==> config.mk <==
export PLATFORM = sky130hd
export DESIGN_NAME = morse_keyer_top
export DESIGN_NICKNAME = d
export VERILOG_FILES = /design/src/mk_pkg.sv /design/src/mk_core.sv /design/src/morse_keyer_top.sv
export SDC_FILE = /design/constraint.sdc
export NUM_CORES = 1
export LEC_CHECK = 0
export BUFFER_PORTS_ARGS = -buffer_cell sky130_fd_sc_hd__buf_2
export CAP_MARGIN = 20
export CORE_ASPECT_RATIO = 0.7
export CORE_UTILIZATION = 27
export DETAILED_ROUTE_END_ITERATION = 12
export GPL_TIMING_DRIVEN = 0
export PLACE_DENSITY = 0.39
export SYNTH_ARGS = -nofsm -noshare
export SYNTH_HDL_FRONTEND = slang
export SYNTH_SLANG_ARGS = --single-unit
export TNS_END_PERCENT = 20
==> constraint.sdc <==
create_clock -name clock -period 17.8 [get_ports clock]
set_input_delay 2.67 -clock clock [delete_from_list [all_inputs] [get_ports clock]]
set_output_delay 2.67 -clock clock [all_outputs]
set_load 0.1 [all_outputs]
==> src/mk_pkg.sv <==
// Package for the Morse keyer: phase codes, request and result structs,
// Morse timing constants and the letter pattern table. No dependencies.
package mk_pkg;

   // Keying phases.
   typedef enum logic [2:0] {
      PH_IDLE       = 3'd0,
      PH_ON         = 3'd1,
      PH_ELEM_GAP   = 3'd2,
      PH_LETTER_GAP = 3'd3,
      PH_WORD_GAP   = 3'd4
   } phase_type;

   // Request operation codes.
   localparam logic OP_TICK = 1'b0;
   localparam logic OP_LOAD = 1'b1;

   localparam int UNIT_WIDTH  = 13;
   localparam int UNITS_WIDTH = 3;
   localparam int PROD_WIDTH  = UNIT_WIDTH + UNITS_WIDTH;

   localparam logic [UNIT_WIDTH-1:0] UNIT_TICKS_RESET = 13'd100;

   // Interval lengths in Morse units.
   localparam logic [UNITS_WIDTH-1:0] DOT_UNITS        = 3'd1;
   localparam logic [UNITS_WIDTH-1:0] DASH_UNITS       = 3'd3;
   localparam logic [UNITS_WIDTH-1:0] GAP_ELEM_UNITS   = 3'd1;
   localparam logic [UNITS_WIDTH-1:0] GAP_LETTER_UNITS = 3'd3;
   localparam logic [UNITS_WIDTH-1:0] GAP_WORD_UNITS   = 3'd7;
   localparam logic [UNITS_WIDTH-1:0] SPACE_UNITS      = GAP_WORD_UNITS - GAP_LETTER_UNITS;

   localparam logic [7:0] CHAR_A     = 8'h41;
   localparam logic [7:0] CHAR_Z     = 8'h5A;
   localparam logic [7:0] CHAR_SPACE = 8'h20;

   // One request as it travels through the input register.
   typedef struct packed {
      logic       operation;
      logic [7:0] char_code;
   } mk_item_type;

   // One result as it travels to the result register.
   typedef struct packed {
      logic key_on;
      logic ready_res;
      logic rejected;
   } mk_result_type;

   // Letter pattern: bits 3:0 mark dashes, bits 6:4 give the element count.
   function automatic logic [6:0] letter_entry(input logic [4:0] idx);
      logic [6:0] entry;
      case (idx)
         5'd0:    entry = 7'h22;
         5'd1:    entry = 7'h41;
         5'd2:    entry = 7'h45;
         5'd3:    entry = 7'h31;
         5'd4:    entry = 7'h10;
         5'd5:    entry = 7'h44;
         5'd6:    entry = 7'h33;
         5'd7:    entry = 7'h40;
         5'd8:    entry = 7'h20;
         5'd9:    entry = 7'h4E;
         5'd10:   entry = 7'h35;
         5'd11:   entry = 7'h42;
         5'd12:   entry = 7'h23;
         5'd13:   entry = 7'h21;
         5'd14:   entry = 7'h37;
         5'd15:   entry = 7'h46;
         5'd16:   entry = 7'h4B;
         5'd17:   entry = 7'h32;
         5'd18:   entry = 7'h30;
         5'd19:   entry = 7'h11;
         5'd20:   entry = 7'h34;
         5'd21:   entry = 7'h48;
         5'd22:   entry = 7'h36;
         5'd23:   entry = 7'h49;
         5'd24:   entry = 7'h4D;
         5'd25:   entry = 7'h43;
         default: entry = 7'h00;
      endcase
      return entry;
   endfunction

endpackage

==> src/mk_core.sv <==
// Keying state machine of the Morse keyer: phase, countdown and pattern
// state, updated once per request. Depends on mk_pkg.
module mk_core import mk_pkg::*; #(
   parameter int COUNT_WIDTH = 16
) (
   input  logic                  clock,
   input  logic                  reset,
   input  logic                  step_en,
   input  mk_item_type           item,
   input  logic [UNIT_WIDTH-1:0] unit_ticks,
   output mk_result_type         result
);

   localparam int WIDE_WIDTH = PROD_WIDTH + COUNT_WIDTH;
   localparam logic [COUNT_WIDTH-1:0] COUNT_MAX = {COUNT_WIDTH{1'b1}};

   phase_type              phase_ff, phase_in;
   logic [COUNT_WIDTH-1:0] countdown_ff, countdown_in;
   logic [3:0]             pattern_bits_ff, pattern_bits_in;
   logic [2:0]             pattern_length_ff, pattern_length_in;
   logic [2:0]             element_index_ff, element_index_in;

   logic                   is_letter;
   logic                   is_space;
   logic [6:0]             entry;
   logic [4:0]             letter_off;
   logic [COUNT_WIDTH-1:0] count_dec;
   logic [2:0]             next_index;
   logic                   load_interval;
   logic [UNITS_WIDTH-1:0] units;
   logic [UNIT_WIDTH-1:0]  unit_eff;
   logic [PROD_WIDTH-1:0]  product;
   logic [WIDE_WIDTH-1:0]  product_wide;
   logic [COUNT_WIDTH-1:0] interval_ticks;

   // Character decode and pattern lookup.
   assign is_letter  = item.char_code inside {[CHAR_A:CHAR_Z]};
   assign is_space   = (item.char_code == CHAR_SPACE);
   assign letter_off = 5'(item.char_code - CHAR_A);
   assign entry      = letter_entry(letter_off);

   assign count_dec  = countdown_ff - COUNT_WIDTH'(countdown_ff != '0);
   assign next_index = element_index_ff + 3'd1;

   // Interval length: unit length (zero taken as one) times units, saturated.
   assign unit_eff       = (unit_ticks == '0) ? UNIT_WIDTH'(1) : unit_ticks;
   assign product        = PROD_WIDTH'(unit_eff) * PROD_WIDTH'(units);
   assign product_wide   = WIDE_WIDTH'(product);
   assign interval_ticks = (product_wide > WIDE_WIDTH'(COUNT_MAX)) ?
                           COUNT_MAX : product_wide[COUNT_WIDTH-1:0];

   // Next state for one request.
   always_comb begin
      phase_in          = phase_ff;
      countdown_in      = countdown_ff;
      pattern_bits_in   = pattern_bits_ff;
      pattern_length_in = pattern_length_ff;
      element_index_in  = element_index_ff;
      load_interval     = 1'b0;
      units             = DOT_UNITS;
      result.rejected   = 1'b0;
      if (item.operation == OP_LOAD) begin
         if (phase_ff != PH_IDLE) begin
            result.rejected = 1'b1;
         end else if (is_letter) begin
            pattern_bits_in   = entry[3:0];
            pattern_length_in = entry[6:4];
            element_index_in  = 3'd0;
            phase_in          = PH_ON;
            load_interval     = 1'b1;
            units             = entry[0] ? DASH_UNITS : DOT_UNITS;
         end else if (is_space) begin
            phase_in      = PH_WORD_GAP;
            load_interval = 1'b1;
            units         = SPACE_UNITS;
         end
      end else if (phase_ff != PH_IDLE) begin
         countdown_in = count_dec;
         if (count_dec == '0) begin
            case (phase_ff)
               PH_ON: begin
                  element_index_in = next_index;
                  load_interval    = 1'b1;
                  if (next_index >= pattern_length_ff) begin
                     phase_in = PH_LETTER_GAP;
                     units    = GAP_LETTER_UNITS;
                  end else begin
                     phase_in = PH_ELEM_GAP;
                     units    = GAP_ELEM_UNITS;
                  end
               end
               PH_ELEM_GAP: begin
                  phase_in      = PH_ON;
                  load_interval = 1'b1;
                  units = pattern_bits_ff[element_index_ff[1:0]] ? DASH_UNITS : DOT_UNITS;
               end
               default: begin
                  phase_in = PH_IDLE;
               end
            endcase
         end
      end
      if (load_interval) begin
         countdown_in = interval_ticks;
      end
      result.key_on    = (phase_in == PH_ON);
      result.ready_res = (phase_in == PH_IDLE);
   end

   // State registers, advanced once per request.
   always_ff @(posedge clock) begin
      if (reset) begin
         phase_ff          <= PH_IDLE;
         countdown_ff      <= '0;
         pattern_bits_ff   <= '0;
         pattern_length_ff <= '0;
         element_index_ff  <= '0;
      end else if (step_en) begin
         phase_ff          <= phase_in;
         countdown_ff      <= countdown_in;
         pattern_bits_ff   <= pattern_bits_in;
         pattern_length_ff <= pattern_length_in;
         element_index_ff  <= element_index_in;
      end
   end

   // A busy keyer always has time left in its current interval.
   a_busy_has_count: assert property (@(posedge clock) disable iff (reset)
      (phase_ff != PH_IDLE) |-> (countdown_ff != '0))
      else $error("keyer busy with an empty countdown");

   // A load that arrives while busy leaves the state alone.
   a_reject_holds: assert property (@(posedge clock) disable iff (reset)
      (step_en && item.operation == OP_LOAD && phase_ff != PH_IDLE) |=>
      ($stable(phase_ff) && $stable(countdown_ff) && $stable(element_index_ff)))
      else $error("rejected load changed the keyer state");

   // A letter loaded while idle starts keying its first element.
   a_letter_starts: assert property (@(posedge clock) disable iff (reset)
      (step_en && item.operation == OP_LOAD && phase_ff == PH_IDLE && is_letter) |=>
      (phase_ff == PH_ON && element_index_ff == 3'd0))
      else $error("letter load did not start keying");

endmodule

==> src/morse_keyer_top.sv <==
// A request moves from the input register to the result register; its result is
// computed as it leaves the input register. Throughput: one request
// per cycle; the input and result registers move together and stall only
// while a held result is stalled. Reset clears the keyer to idle, unit length
// to 100 ticks, and empties both registers.
// Top level of the Morse keyer: input register, keyer core and result
// register, plus the unit length register. Depends on mk_pkg and mk_core.
module morse_keyer_top import mk_pkg::*; #(
   parameter int COUNT_WIDTH = 16
) (
   input  logic                  clock,
   input  logic                  reset,
   input  logic                  req_valid,
   output logic                  req_stall,
   input  logic                  req_operation,
   input  logic [7:0]            req_char_code,
   output logic                  rsp_valid,
   input  logic                  rsp_stall,
   output logic                  rsp_key_on,
   output logic                  rsp_ready_res,
   output logic                  rsp_rejected,
   input  logic                  csr_wr_en,
   input  logic [UNIT_WIDTH-1:0] csr_wr_data
);

   logic                  advance;
   logic                  s1_valid_ff, s1_valid_in;
   mk_item_type           s1_item_ff, s1_item_in;
   logic                  rsp_valid_ff, rsp_valid_in;
   mk_result_type         rsp_result_ff;
   mk_result_type         core_result;
   logic [UNIT_WIDTH-1:0] unit_ticks_ff, unit_ticks_in;

   // The whole pipeline moves unless a held result is stalled.
   assign advance   = !(rsp_valid_ff && rsp_stall);
   assign req_stall = !advance;

   assign s1_valid_in          = req_valid;
   assign s1_item_in.operation = req_operation;
   assign s1_item_in.char_code = req_char_code;
   assign rsp_valid_in         = s1_valid_ff;
   assign unit_ticks_in        = csr_wr_data;

   // Unit length register.
   always_ff @(posedge clock) begin
      if (reset) begin
         unit_ticks_ff <= UNIT_TICKS_RESET;
      end else if (csr_wr_en) begin
         unit_ticks_ff <= unit_ticks_in;
      end
   end

   // Input register.
   always_ff @(posedge clock) begin
      if (reset) begin
         s1_valid_ff <= 1'b0;
      end else if (advance) begin
         s1_valid_ff <= s1_valid_in;
      end
   end

   always_ff @(posedge clock) begin
      if (advance) begin
         s1_item_ff <= s1_item_in;
      end
   end

   // Keyer state machine, stepped as a request leaves the input register.
   mk_core #(
      .COUNT_WIDTH (COUNT_WIDTH)
   ) u_core (
      .clock      (clock),
      .reset      (reset),
      .step_en    (advance && s1_valid_ff),
      .item       (s1_item_ff),
      .unit_ticks (unit_ticks_ff),
      .result     (core_result)
   );

   // Result register.
   always_ff @(posedge clock) begin
      if (reset) begin
         rsp_valid_ff <= 1'b0;
      end else if (advance) begin
         rsp_valid_ff <= rsp_valid_in;
      end
   end

   always_ff @(posedge clock) begin
      if (advance) begin
         rsp_result_ff <= core_result;
      end
   end

   assign rsp_valid     = rsp_valid_ff;
   assign rsp_key_on    = rsp_result_ff.key_on;
   assign rsp_ready_res = rsp_result_ff.ready_res;
   assign rsp_rejected  = rsp_result_ff.rejected;

endmodule
==> results.cfg, run 1 <==
[detailed_routing]
vias_per_cell = 5.07
drc = 0
first_pass_iters = 5
ant_nets = 0
routed_wl_um = 14500
drt-initial-drc-count = 336
vias = 4310
wl_per_cell_um = 17.0

[setup_path]
crit_type = flop to flop
reg2regPathDepth = 25
slowest_stage = fa_1
slowest_delay_ps = 520
crit_required_ps = 17990
cp_max_fo = 10
worstSetupEndpointType = flop
cp-start-kind = flop
cp.arrival_ps = 7040
crit_top_cell = ha_1

[cts]
clkSinkCount = 56
cts_hold_buffers = 0
cts_resized = 0
worstSkewPairLatency_ps = 310
cts-htree-levels = 2
cts_buffers = 5
cts_root_buffer = clkbuf_16
clk_path_buf_depth = 2
path_clk_slew_ps = 90
post-cts-setup-buffers = 0
cts_tree = built

[yosys]
synth-seq-cells = 56
yosys_warnings = 0
netlist_instances = 580
yosysTopAreaCell = dfxtp_1
ys_seq_area_share_pct = 26.2
ys_top_cells_by_count = nand2_1 (73), nor2_1 (48), dfxtp_1 (44)
syn_area_mm2 = 0.00474
async_flop_share_pct = 0
synth_top_area_share_pct = 18.6
synth-edff-count = 12
synth_nets = 647
syn_area_per_cell_um2 = 8.17
synth_cell_types = 85
synthFlopType = dfxtp_1
yosys-top-cells-area = dfxtp_1 (19%), edfxtp_1 (7.6%), ha_1 (7.4%)
synth.most_common_cell = nand2_1

[timing]
worst_pin_slew_ps = 862
post-route-period-util_pct = 38.5
hold_slack_ps = 456
rsz0062_at_grt = no
finClkSkew_ps = 13.1
hold_viol_final = 0
maxSlewViolCount = 0
fmax_ghz = 0.146
max_slew_margin_pct = 42.4
layout_min_cycle_time_ps = 6850
fin_setup_tns_ps = 0
worst_slack_ps = 10950
setup_viol = 0

[pwr]
leakage_nw = 2.21
p_per_area_mw_per_mm2 = 66.6
peakVddDrop_mv = 0.0364

[global_routing]
grt_first_pass_wirelength_um = 23700
grt_overflow_total = 0
grt.total_usage_pct = 16.6
grt_max_degree = 19
grt_antenna_before_repair = 0
grt_pass1_vias = 4152

[floorplanning]
boundaryPins = 32
die_h_um = 113
die-area_mm2 = 0.0181
die_w_um = 160
start_util_pct = 27.6
rows = 40
core_region_area_mm2 = 0.0172

[place]
place_ws_ps = 10360
place_congestion = 0.912
hpwl_um = 11200
port-buffer-count = 30
placed_cell_area_mm2 = 0.00517

[job]
maxCapViolations = 0

[hold_path]
hold_depth = 2
hp-class = flop to flop

[status]
status = finished, final reports clean

[layout]
drive_gt1_share_pct = 13.4
final_area_mm2 = 0.00533
syn_to_final_growth_pct = 12.5
layout.nets = 685
antenna_cells_inserted = 0
fillers = 1859
==> report_power, final <==
group | internal (W) | switching, W | leakage [nW]
combinational | 0.0000415 | 0.0000684 | 1.66
clock | 0.0000527 | 0.0000522 | 0.0702
sequential | 0.000134 | 0.00000544 | 0.484
==> registers in the layout (all words and copies together), names as in the netlist <==
name	flops
u_core.element_index_ff	3
rsp_rejected	1
unit_ticks_ff	13
rsp_key_on	1
u_core.pattern_bits_ff	4
rsp_valid_in	1
u_core.countdown_ff	16
u_core.phase_ff	3
rsp_valid	1
s1_item_ff	9
u_core.pattern_length_ff	3
rsp_ready_res	1
==> per-stage QoR <==
stage | total power (W) | utilization (%) | std cells
finish | 0.000355 | 31.0 | 850
detailed placement | 0.000251 | 30.1 | 841
floorplan | 0.000223 | - | 580
global route | 0.000377 | 31.0 | 850
global placement | 0.000251 | 30.1 | 841
CTS | 0.000358 | 31.0 | 849
==> kinds of logic after synthesis <==
kind of cell | after synthesis | synth area share [%]
mux | 24 | 5.47
buf+inv | 65 | 6.47
xor+xnor | 21 | 3.88
simple gates | 234 | 24.9
fa+ha+maj | 40 | 12.5
flops | 56 | 26.2
compound gates | 140 | 20.6
==> routing by layer <==
metal | vias to the layer above | GRT usage [%] | wire [µm]
met1 | 2039 | 26.6 | 8100
met3 | 6 | 2.53 | 645
met4 | 0 | 2.54 | 78
met5 | - | 0 | 0
met2 | 94 | 23.1 | 5650
li1 | 2171 | - | -
==> critical path, delay by kind of cell, from the launching register on <==
family,cells,cell delay (ps)
buffers and inverters,3,550
AND/OR/NAND/NOR,8,1740
AO/OA/AOI/OAI,9,2460
adder cells (fa/ha/maj),4,1260
flip-flops,1,480
multiplexers,1,220
==> path summary, 6_finish.rpt <==
path	from	slack, ps	endpoint
max	u_core.countdown_ff[7]	10950	u_core.countdown_ff[15]
min	u_core.pattern_length_ff[2]	460	u_core.pattern_length_ff[2]
max reg2reg	u_core.countdown_ff[7]	10950	u_core.countdown_ff[15]
min reg2reg	u_core.pattern_length_ff[2]	460	u_core.pattern_length_ff[2]
==> cell type report <==
cell class              instances  area, µm²  share of cell area [%]
clock buffers                   5        125                    2.35
repair buffers                 31        155                    2.91
plain buffers                  26        160                    3.01
multi-input cells             459       3190                    59.9
flip-flops and latches         56       1240                    23.3
well taps                     231        289                    5.43
clock inverters                 3       21.3                   0.399
inverters                      39        146                    2.75
==> placed cells by master (no fill, tap or decap), types with 11 or more instances in the layout <==
cell type / n
a21oi_1: 36
buf_2: 33
clkbuf_1: 15
dfxtp_1: 44
edfxtp_1: 12
fa_1: 12
ha_1: 28
inv_1: 39
mux2i_1: 18
nand2_1: 73
nand3_1: 21
nor2_1: 48
nor3_1: 26
o21ai_0: 25
xor2_1: 11
(Power assumes the default switching activity.)
==> run 2, diff against run 1 <==
==> constraint.sdc (replaced) <==
create_clock -name clock -period 7.1 [get_ports clock]
set_input_delay 1.065 -clock clock [delete_from_list [all_inputs] [get_ports clock]]
set_output_delay 1.065 -clock clock [all_outputs]
set_load 0.1 [all_outputs]
==> run 2 against run 1 <==
Count of clock-buffer cells in the layout is the same. Utilization grew 0.17 points. Critical path depth is the same. Final area grew 0.54%. Clock skew shrank 0.76 ps. Via count is the same. Register-to-register slack lost 10000 ps. Global-route usage is essentially flat. Power grew to 2.5 times the previous value. Worst hold slack lost 0.75 ps. Die area is the same. Final cell count is the same. Critical path type unchanged. Largest cell class unchanged. Largest power group unchanged.
==> results.cfg, run 2 (synthesized netlist as in run 1, its figures left out) <==
[status]
status = finished, final reports clean

[setup_path]
timing.rr.end = u_core.countdown_ff[15]
slowest_stage = fa_1
r2r_slack_ps = 520
reg2regPathDepth = 25
crit_start = u_core.countdown_ff[8]
crit_type = flop to flop
slowest_delay_ps = 520
cp_max_fo = 10
worstSetupEndpointType = flop
cp.arrival_ps = 6770
cp-start-kind = flop
crit_top_cell = ha_1
crit_required_ps = 7290
r2r_start = u_core.countdown_ff[8]

[timing]
post-route-period-util_pct = 92.7
finClkSkew_ps = 12.3
maxSlewViolCount = 0
setup_viol = 0
layout_min_cycle_time_ps = 6580
fmax_ghz = 0.152
rsz0062_at_grt = no
worst_pin_slew_ps = 852
max_slew_margin_pct = 43.0
hold_viol_final = 0

[global_routing]
grt_overflow_total = 0
grt.total_usage_pct = 16.6
grt_pass1_vias = 4148
grt_max_degree = 19
grt_first_pass_wirelength_um = 23600
grt_antenna_before_repair = 0

[pwr]
power_w = 0.000892
p_per_area_mw_per_mm2 = 166
peakVddDrop_mv = 0.0909
leakage_nw = 2.23

[hold_path]
worstHoldStart = u_core.pattern_length_ff[2]
min_to = u_core.pattern_length_ff[2]
hp-class = flop to flop
hold_depth = 2

[layout]
layout.nets = 685
drive_gt1_share_pct = 14.2
largest_reg_flops = 16
top_register = u_core.countdown_ff
syn_to_final_growth_pct = 13.1
antenna_cells_inserted = 0
final_area_mm2 = 0.00536
top_regs = u_core.countdown_ff: 16 flops, unit_ticks_ff: 13 flops, s1_item_ff: 9 flops
final_common_cell = nand2_1
final_cell_mix = nand2_1 (73), nor2_1 (47), dfxtp_1 (42)

[cts]
cts_root_buffer = clkbuf_16
worstSkewPairLatency_ps = 310
clkSinkCount = 56
cts-htree-levels = 2
cts_buffers = 5
clk_path_buf_depth = 2
path_clk_slew_ps = 90
cts_tree = built

[detailed_routing]
vias = 4310
wl_per_cell_um = 17.1
drc = 0
vias_per_cell = 5.07
routed_wl_um = 14500
first_pass_iters = 4
ant_nets = 0
drt-initial-drc-count = 324

[place]
place_congestion = 0.912
hpwl_um = 11200
placed_cell_area_mm2 = 0.00517
port-buffer-count = 30

[floorplanning]
die_h_um = 113
rows = 40
die-area_mm2 = 0.0181
die_w_um = 160
boundaryPins = 32
core_region_area_mm2 = 0.0172
start_util_pct = 27.6

[job]
maxCapViolations = 0
[run 2: metal layers]
layer | up-vias | GRT usage (%) | routed length, µm
met3 | 4 | 2.53 | 581
met5 | - | 0 | 0
met2 | 95 | 23.1 | 5630
li1 | 2168 | - | -
met4 | 0 | 2.54 | 55
met1 | 2043 | 26.6 | 8280
[run 2: timing repair]
item	in CTS	in global routing
setup endpoints to repair	3	6
resized for setup	1	5
pin swaps	0	2
hold buffers	0	0
buffers inserted	0	1
[run 2: worst max-delay path, delay by kind of cell, from the launching register on]
family | cells | cell delay (ps)
flip-flops | 1 | 480
adder cells (fa/ha/maj) | 4 | 1260
multiplexers | 1 | 230
AND/OR/NAND/NOR | 8 | 1490
buffers and inverters | 3 | 510
AO/OA/AOI/OAI | 9 | 2500
[run 2: worst max path at each step]
stage,endpoint,slack [ps],depth (start not counted)
final,u_core.countdown_ff[15],520,25
after global routing,u_core.countdown_ff[15],20,25
after CTS,u_core.countdown_ff[15],20,23
after detailed placement,u_core.countdown_ff[15],-340,23
after global placement,u_core.countdown_ff[15],-270,23
after floorplan,u_core.countdown_ff[15],1300,23
[run 2: power by group]
group | internal [W] | switching (W) | total (W)
Combinational | 0.000105 | 0.000173 | 0.000278
Sequential | 0.000337 | 0.0000137 | 0.000351
Clock | 0.000132 | 0.000131 | 0.000263
Total | 0.000574 | 0.000317 | 0.000892
[run 2: final cells by class]
cell class / instances / area (µm²)
Fill cell: 1853 / 11800
Inverter: 39 / 146
Clock inverter: 3 / 21.3
Timing Repair Buffer: 31 / 158
Sequential cell: 56 / 1240
Multi-Input combinational cell: 459 / 3210
Buffer: 26 / 160
Tap cell: 231 / 289
Clock buffer: 5 / 125
[run 2: through the flow]
| step | setup TNS (ps) | instances | util (%) | hold slack [ps] | worst slack [ps] |
|---|---|---|---|---|---|
| floorplan | 0 | 580 | - | 429 | 1300 |
| global placement | -332 | 841 | 30.1 | 444 | -271 |
| detailed placement | -587 | 841 | 30.1 | 449 | -338 |
| CTS | 0 | 849 | 31.0 | 461 | 18.8 |
| global route | 0 | 850 | 31.2 | 475 | 23.5 |
| finish | 0 | 850 | 31.2 | 456 | 517 |
==> run 3, diff against run 2 <==
==> constraint.sdc (replaced) <==
create_clock -name clock -period 6.3 [get_ports clock]
set_input_delay 0.945 -clock clock [delete_from_list [all_inputs] [get_ports clock]]
set_output_delay 0.945 -clock clock [all_outputs]
set_load 0.1 [all_outputs]
==> run 3 against run 2 <==
Non-clock buffer count is 2 higher. Final area rose by 2.3%. Power is 15% higher. Maximum frequency up 9.4%. Register-to-register slack worse by 240 ps. Clock power increased by 13%.
==> results.cfg, run 3 (synthesized netlist as in run 1, its figures left out) <==
[status]
status = finished, final reports clean

[timing]
layout_min_cycle_time_ps = 6020
hold_viol_final = 0
worst_slack_ps = 280
fin_setup_tns_ps = 0
maxSlewViolCount = 0
setup_viol = 0
worst_pin_slew_ps = 864
rsz0062_at_grt = yes
post-route-period-util_pct = 95.6
max_slew_margin_pct = 42.3
finClkSkew_ps = 15.2
fmax_ghz = 0.166

[cts]
clkSinkCount = 56
cts-htree-levels = 2
clk_path_buf_depth = 2
cts_buffers = 5
cts_root_buffer = clkbuf_16
worstSkewPairLatency_ps = 310
path_clk_slew_ps = 90
cts_tree = built
cts_hold_buffers = 0

[floorplanning]
core_region_area_mm2 = 0.0172
start_util_pct = 27.6
die_w_um = 160
die_h_um = 113
rows = 40
die-area_mm2 = 0.0181
boundaryPins = 32

[setup_path]
worstSetupEndpointType = flop
cp.arrival_ps = 6210
cp_max_fo = 10
crit_required_ps = 6490
cp-start-kind = flop
crit_type = flop to flop

[layout]
largest_reg_flops = 16
layout.nets = 687
syn_to_final_growth_pct = 15.6
top_regs = u_core.countdown_ff: 16 flops, unit_ticks_ff: 13 flops, s1_item_ff: 9 flops
final_common_cell = nand2_1
top_register = u_core.countdown_ff
fillers = 1858
final_cell_mix = nand2_1 (73), nor2_1 (47), inv_1 (39)
antenna_cells_inserted = 0
multiInputGateArea_mm2 = 0.00331
final_area_mm2 = 0.00548
drive_gt1_share_pct = 17.2
register_area_mm2 = 0.00125
final_core_util_pct = 31.9

[place]
placed_cell_area_mm2 = 0.00517
hpwl_um = 11200
place_ws_ps = -1140
port-buffer-count = 30
place_congestion = 0.912

[pwr]
p_comb_share_pct = 32.7
power.switching_w = 0.000370
netSwitchingFraction_pct = 36.0
clkPwrFrac_pct = 28.8
seqPwrFrac_pct = 38.5
peakVddDrop_mv = 0.102
intPower_w = 0.000658
leakage_nw = 2.25
p_per_area_mw_per_mm2 = 188

[detailed_routing]
wl_per_cell_um = 17.3
drc = 0
first_pass_iters = 4
routed_wl_um = 14800
ant_nets = 0
drt-initial-drc-count = 295
vias = 4351
vias_per_cell = 5.11

[global_routing]
grt_pass1_vias = 4173
grt_first_pass_wirelength_um = 23800
grt_antenna_before_repair = 0
grt.total_usage_pct = 16.7
grt_max_degree = 19
top_usage_layer = met1
grt_util_met3_pct = 2.53
use_met1_pct = 26.6
grt_overflow_total = 0
met2_usage_pct = 23.6

[hold_path]
hp-class = flop to flop

[job]
maxCapViolations = 0
-- run 3: repair_timing --
item                       in CTS  in global routing
buffers inserted                2                  2
pin swaps                       4                  8
setup endpoints to repair      12                  5
gates resized for setup        10                 19
-- run 3: final timing paths --
check,depth (start not counted),slack (ps),startpoint,end
worst max-delay path,23,280,u_core.countdown_ff[9],u_core.countdown_ff[15]
worst min-delay path,2,460,u_core.pattern_length_ff[2],u_core.pattern_length_ff[2]
worst max register to register,23,280,u_core.countdown_ff[9],u_core.countdown_ff[15]
worst min register to register,2,460,u_core.pattern_length_ff[2],u_core.pattern_length_ff[2]
-- run 3: worst max-delay path: stages, from the launching register on --
cell,delay (ps)
dfxtp_2,390
nor4_4,340
nand3_1,160
or4_1,430
ha_1,250
ha_2,220
or3b_4,320
o311ai_2,160
a211oi_2,330
nand4_4,190
o22ai_4,190
buf_6,180
nand2_1,80
fa_1,520
inv_1,70
ha_1,310
a21oi_2,150
o211ai_1,150
o31ai_2,310
nand3b_1,170
a2111o_1,450
a31oi_2,260
mux2_2,210
o21ai_0,60
-- run 3: power groups by stage --
stage / sequential, W / clock (W) / combinational, W
after floorplan: 0.000410 / 0 / 0.000221
final: 0.000396 / 0.000296 / 0.000336
after CTS: 0.000395 / 0.000308 / 0.000312
after global routing: 0.000398 / 0.000325 / 0.000366
after detailed placement: 0.000404 / 0 / 0.000305
after global placement: 0.000403 / 0 / 0.000307
-- run 3: final cells by class --
cell class	count	share of cell area [%]
multi-input combinational	459	60.5
sequential	56	22.8
clock buffer	5	2.28
clock inverter	3	0.388
timing repair buffer	34	3.29
tap	231	5.28
buffer	25	2.81
inverter	39	2.67
-- run 3: stage by stage --
stage	std cells	total power, W	hold slack [ps]
floorplan	580	0.000631	429
global placement	841	0.000710	444
detailed placement	841	0.000709	449
CTS	851	0.00101	461
global route	852	0.00109	475
finish	852	0.00103	456
-- run 3: per-layer routing --
layer / vias up / wire (µm)
li1: 2170 / -
met1: 2079 / 8360
met2: 96 / 5760
met3: 6 / 570
met4: 0 / 76
met5: - / 0
